**src/design/assert_macros.svh**
```systemverilog
`ifndef ASSERT_MACROS_SVH
`define ASSERT_MACROS_SVH

// Clocked assertion that is switched off while reset is asserted.
`define SEGCULL_ASSERT(lbl, prop, msg) \
  lbl: assert property (@(posedge clk_i) disable iff (!rst_ni) prop) else $error(msg);

// Clocked assertion that must also hold while reset is asserted.
`define SEGCULL_ASSERT_RST(lbl, prop, msg) \
  lbl: assert property (@(posedge clk_i) prop) else $error(msg);

`endif

```
**src/design/segcull_pkg.sv**
```systemverilog
package segcull_pkg;

  // Coordinate and difference widths.
  localparam int COORD_W   = 32;
  localparam int DIFF_W    = COORD_W + 1;
  // Signed product of two differences, and the unsigned width of a square.
  localparam int PROD1_W   = 2 * DIFF_W;
  localparam int SQ_W      = PROD1_W - 1;
  // Sums of three squares, and the signed dot product.
  localparam int SUM_W     = SQ_W + 2;
  localparam int DOT_W     = PROD1_W + 2;

  // Range register and the doubled squared range.
  localparam int RANGE_W   = 24;
  localparam int LIM_W     = 2 * RANGE_W + 1;
  localparam logic [RANGE_W-1:0] RANGE_RESET = RANGE_W'(10240);

  // Wide multiplier: two limbs per operand, three register stages.
  localparam int MUL_W     = SUM_W;
  localparam int LIMB_W    = 34;
  localparam int HI_W      = MUL_W - LIMB_W;
  localparam int PROD_W    = 2 * MUL_W;
  localparam int CMP_W     = PROD_W + 1;
  localparam int MUL_LAT   = 3;

  // Squared segment lengths up to this value count as degenerate.
  localparam int DEGEN_MAX_SQ = 65;

  // Configuration port.
  localparam int CFG_IDX_W = 2;

  typedef enum logic [CFG_IDX_W-1:0] {
    REG_POSE_X,
    REG_POSE_Y,
    REG_POSE_Z,
    REG_RANGE
  } cfg_reg_e;

  // One segment as it travels with its request.
  typedef struct packed {
    logic signed [COORD_W-1:0] start_x;
    logic signed [COORD_W-1:0] start_y;
    logic signed [COORD_W-1:0] start_z;
    logic signed [COORD_W-1:0] end_x;
    logic signed [COORD_W-1:0] end_y;
    logic signed [COORD_W-1:0] end_z;
    logic                      last_in;
  } seg_t;

  // Geometry front end to decision stage.
  typedef struct packed {
    logic                    valid;
    logic [SUM_W-1:0]        ff;
    logic [SUM_W-1:0]        len;
    logic [SUM_W-1:0]        ee;
    logic signed [DOT_W-1:0] d;
    logic [LIM_W-1:0]        lim;
    seg_t                    seg;
  } geom_t;

  // Finished result.
  typedef struct packed {
    logic keep;
    seg_t seg;
  } res_t;

endpackage

```
**src/design/segcull_skid.sv**
```systemverilog
`include "assert_macros.svh"

module segcull_skid import segcull_pkg::*; (
  input  logic clk_i,
  input  logic rst_ni,
  input  logic valid_i,
  input  res_t data_i,
  output logic ready_o,
  output logic valid_o,
  output res_t data_o,
  input  logic ready_i
);

  logic ov_q;
  logic sv_q;
  res_t od_q;
  res_t sd_q;
  logic push;
  logic out_fire;

  assign ready_o  = !sv_q;
  assign push     = valid_i && !sv_q;
  assign out_fire = ov_q && ready_i;

  // Output register with one spare entry behind it.
  always_ff @(posedge clk_i or negedge rst_ni) begin
    if (!rst_ni) begin
      ov_q <= 1'b0;
      sv_q <= 1'b0;
    end else if (sv_q) begin
      if (out_fire) begin
        sv_q <= 1'b0;
      end
    end else if (push) begin
      if (ov_q && !out_fire) begin
        sv_q <= 1'b1;
      end
      ov_q <= 1'b1;
    end else if (out_fire) begin
      ov_q <= 1'b0;
    end
  end

  always_ff @(posedge clk_i) begin
    if (sv_q) begin
      if (out_fire) begin
        od_q <= sd_q;
      end
    end else if (push) begin
      if (!ov_q || out_fire) begin
        od_q <= data_i;
      end else begin
        sd_q <= data_i;
      end
    end
  end

  assign valid_o = ov_q;
  assign data_o  = od_q;

  `SEGCULL_ASSERT_RST(a_skid_behind_out, sv_q |-> ov_q, "spare entry held while output register is empty")
  `SEGCULL_ASSERT(a_stalled_push, push && ov_q && !ready_i |=> sv_q && ov_q, "stalled request not parked in spare entry")

endmodule

```
**config.mk**
```make
export PLATFORM = sky130hd
export DESIGN_NAME = segcull_skid
export DESIGN_NICKNAME = d
export VERILOG_FILES = /design/src/design/segcull_pkg.sv /design/src/design/segcull_skid.sv
export VERILOG_INCLUDE_DIRS = /design/src /design/src/design
export SDC_FILE = /design/constraint.sdc
export NUM_CORES = 1
export LEC_CHECK = 0
export CORE_ASPECT_RATIO = 0.6
export CORE_MARGIN = 2
export CORE_UTILIZATION = 40
export DETAILED_ROUTE_END_ITERATION = 7
export DONT_BUFFER_PORTS = 1
export GPL_TIMING_DRIVEN = 0
export HOLD_SLACK_MARGIN = 0.02
export PLACE_DENSITY = 0.54
export RECOVER_POWER = 100
export SYNTH_ARGS = -nofsm -noshare
export SYNTH_HDL_FRONTEND = slang
export SYNTH_SLANG_ARGS = --single-unit
```
**constraint.sdc**
```tcl
create_clock -name clk_i -period 20.2 [get_ports clk_i]
set_input_delay 4.04 -clock clk_i [delete_from_list [all_inputs] [get_ports clk_i]]
set_output_delay 4.04 -clock clk_i [all_outputs]
set_load 0.01 [all_outputs]
```
==> metrics.txt <==
compound-cell area share of the yosys netlist 0.00164; CP Launch Point valid_i; Max-Cap Viols 3; routed wire length 29600 microns; Initial Utilization 0.411; Tcrit/Tclk final 0.454; DP Area 0.0155 sq mm; Critical Path RT 20.30 ns; Synth top cells by count edfxtp_1, mux2_4, mux2_2; Synth Area in XOR/XNOR 0; post-synthesis sequential area ratio 0.806; Setup CP Type in2reg; Max Freq 109 MHz; FF-to-FF path depth 8; failing checks capacitance limit, slew limit; Worst IR Drop VDD 0.0724 mV; first-pass GRT wire length 41600 microns; Finished Cell Area 0.0159 sq mm; max-slew violations 92; Area Overhead vs Synth 9.48%; via count 5890; share of cells above drive strength 1 0.231; largest net degree at the start of global routing 35; Yosys cell types 14; Setup TNS 0 ns; simple-gate share of the synthesized area 0.00147; Syn. warnings 0; RSZ-0062 raised after global routing no; synthesized area 0.0145 sq mm; Via density 5.05; CTS resizes 0; Reg clk slew, reported paths 0.06 ns; Mapped Avg Cell Area 23.6 sq um; crit start category input pin; Clock Path Buffers 3; Worst-Margin Slew 2.33 ns; CP Data Arrival Time 9.28 ns; vias in the first global route 6163; die area 0.0379 sq mm; Synth area leaders edfxtp_1, mux2_4, mux2_2, buf_6, dfrtp_1; CP Max Fanout 33; PwrDens 152 mW/mm^2; TritonCTS Buffers 37; run status finished, violations left; row cnt 53; cts hold-fix bufs 0; Cell Count, Final, Fillers Out 1167; reg2reg end data_o[174]$_DFFE_PP_; post-CTS setup buffer count 0; Synth Flop Type edfxtp_1; post-synth top area share 0.803; # diodes 0; Final Hold Violating Endpoints 0; DRT Pass-1 Iters 4; CTS sink count 390; Seq cells post-synth 390; Routed Antenna Nets 0; placed cells 1107; placeable core area 0.0353 sq mm; end point of the critical path data_o[174]$_DFFE_PP_; Post-Synthesis Cells 616; grt ovf 0; Synth async-reset ratio 0.00513; Initial DRC Count 311; post-synthesis mux area share 0.176; Fillers 2995; Period minus WS final 9.18 ns; reg2reg start sv_q$_DFF_PN0_; Reg area 0.0117 sq mm; GRT Resource Usage Total 0.147; top-count cell post-synth edfxtp_1; Hold/Removal Path Class reg2reg; largest family of logic cells by synthesized area multiplexers; area leader, netlist edfxtp_1; Final Wtd Congestion 0.835; DRC 0; io pins 394; Crit. End Element register; fin nets 877; H-Tree Depth 2; r2r setup slk 13.13 ns; clock root buffer clkbuf_16; post-synthesis adder-cell area fraction 0; worst skew pair latency 0.52 ns; routed wire length per instance 25.4 microns; die width 250 microns; initial antenna violation count 0; # port buffers 0; WHS 0.532 ns; Post-synth EDFFs 388; Post-DP HPWL 21200 microns; max_slew headroom -0.556; area of the multi-input gates 0.00223 sq mm; final setup fails 0; P_leak 5.10 nW; TritonCTS clock tree yes; Max Clock Skew 0.0134 ns; Post-Syn Nets 814; Die Span Y 152 microns
-- metal layers --
metal | part of all wire | vias to the layer above | track usage | routed length (microns)
met5 | 0 | - | 0 | 0
met4 | 0.019 | 0 | 0.0358 | 562
met3 | 0.11 | 49 | 0.0760 | 3290
met2 | 0.48 | 228 | 0.236 | 14300
met1 | 0.39 | 3024 | 0.177 | 11500
li1 | - | 2589 | - | -
-- cells in the final DEF, fill, tap and decap left out, drive strengths merged --
cell / instances
a21oi: 2
edfxtp: 388
buf: 21
o21ai: 1
dfrtp: 2
clkbuf: 69
nor3: 1
mux2: 194
a2bb2oi: 1
nor2b: 1
nand2b: 1
inv: 2
clkinvlp: 2
nand2: 1
bufinv: 2
clkinv: 12
-- sequential cells by signal, summed over array words and instances, names as in the netlist --
register / cells
sd_q: 194
sv_q: 1
data_o: 194
valid_o: 1
-- critical path, cell delays in order --
cell and delay [ns]:
nand2b_1 0.08, a2bb2oi_1 1.67, clkbuf_1 1.01, clkbuf_1 1.04
clkbuf_1 1.39
-- where the power goes --
part	internal (mW)	leakage (nW)	total (mW)	switching (mW)
sequential	1.20	3.64	1.37	0.172
clock	0.361	0.526	0.646	0.286
combinational	0.161	0.931	0.398	0.237
total	1.72	5.10	2.41	0.695
-- logic make-up after synthesis --
group,Yosys count
muxes,194
DFF,390
buffers and inverters,24
and+or+nand+nor,4
AOI/OAI and AO/OA,4
-- worst min path at each step --
stage                            end  slack, ns           startpoint  cells past startpoint
3_5_place_dp     data_o[0]$_DFFE_PP_       0.53    sd_q[0]$_DFFE_PP_                      1
5_1_grt        data_o[114]$_DFFE_PP_       0.55  sd_q[114]$_DFFE_PP_                      1
4_1_cts        data_o[126]$_DFFE_PP_       0.54  sd_q[126]$_DFFE_PP_                      1
2_1_floorplan  data_o[187]$_DFFE_PP_       0.52  sd_q[187]$_DFFE_PP_                      1
3_3_place_gp     data_o[5]$_DFFE_PP_       0.53    sd_q[5]$_DFFE_PP_                      1
6_report       data_o[170]$_DFFE_PP_       0.53  sd_q[170]$_DFFE_PP_                      1
-- area by class of cell --
type,count,share of cell area
tap,467,0.0368
clock buffer,44,0.0599
inverter,2,0.000473
multi-input combinational,202,0.140
buffer,22,0.0120
clock inverter,16,0.00827
timing repair buffer,24,0.00567
sequential,390,0.737
-- per-stage QoR --
step | util | worst slack (ns) | total power, mW
3_5_place_dp | 0.438 | 14.05 | 1.92
5_1_grt | 0.449 | 10.50 | 2.53
2_1_floorplan | - | 1.83 | 1.80
4_1_cts | 0.469 | 14.59 | 2.57
6_report | 0.449 | 11.02 | 2.41
3_3_place_gp | 0.427 | -4.17 | 1.97
No activity file was read; power rests on OpenSTA's default activity.
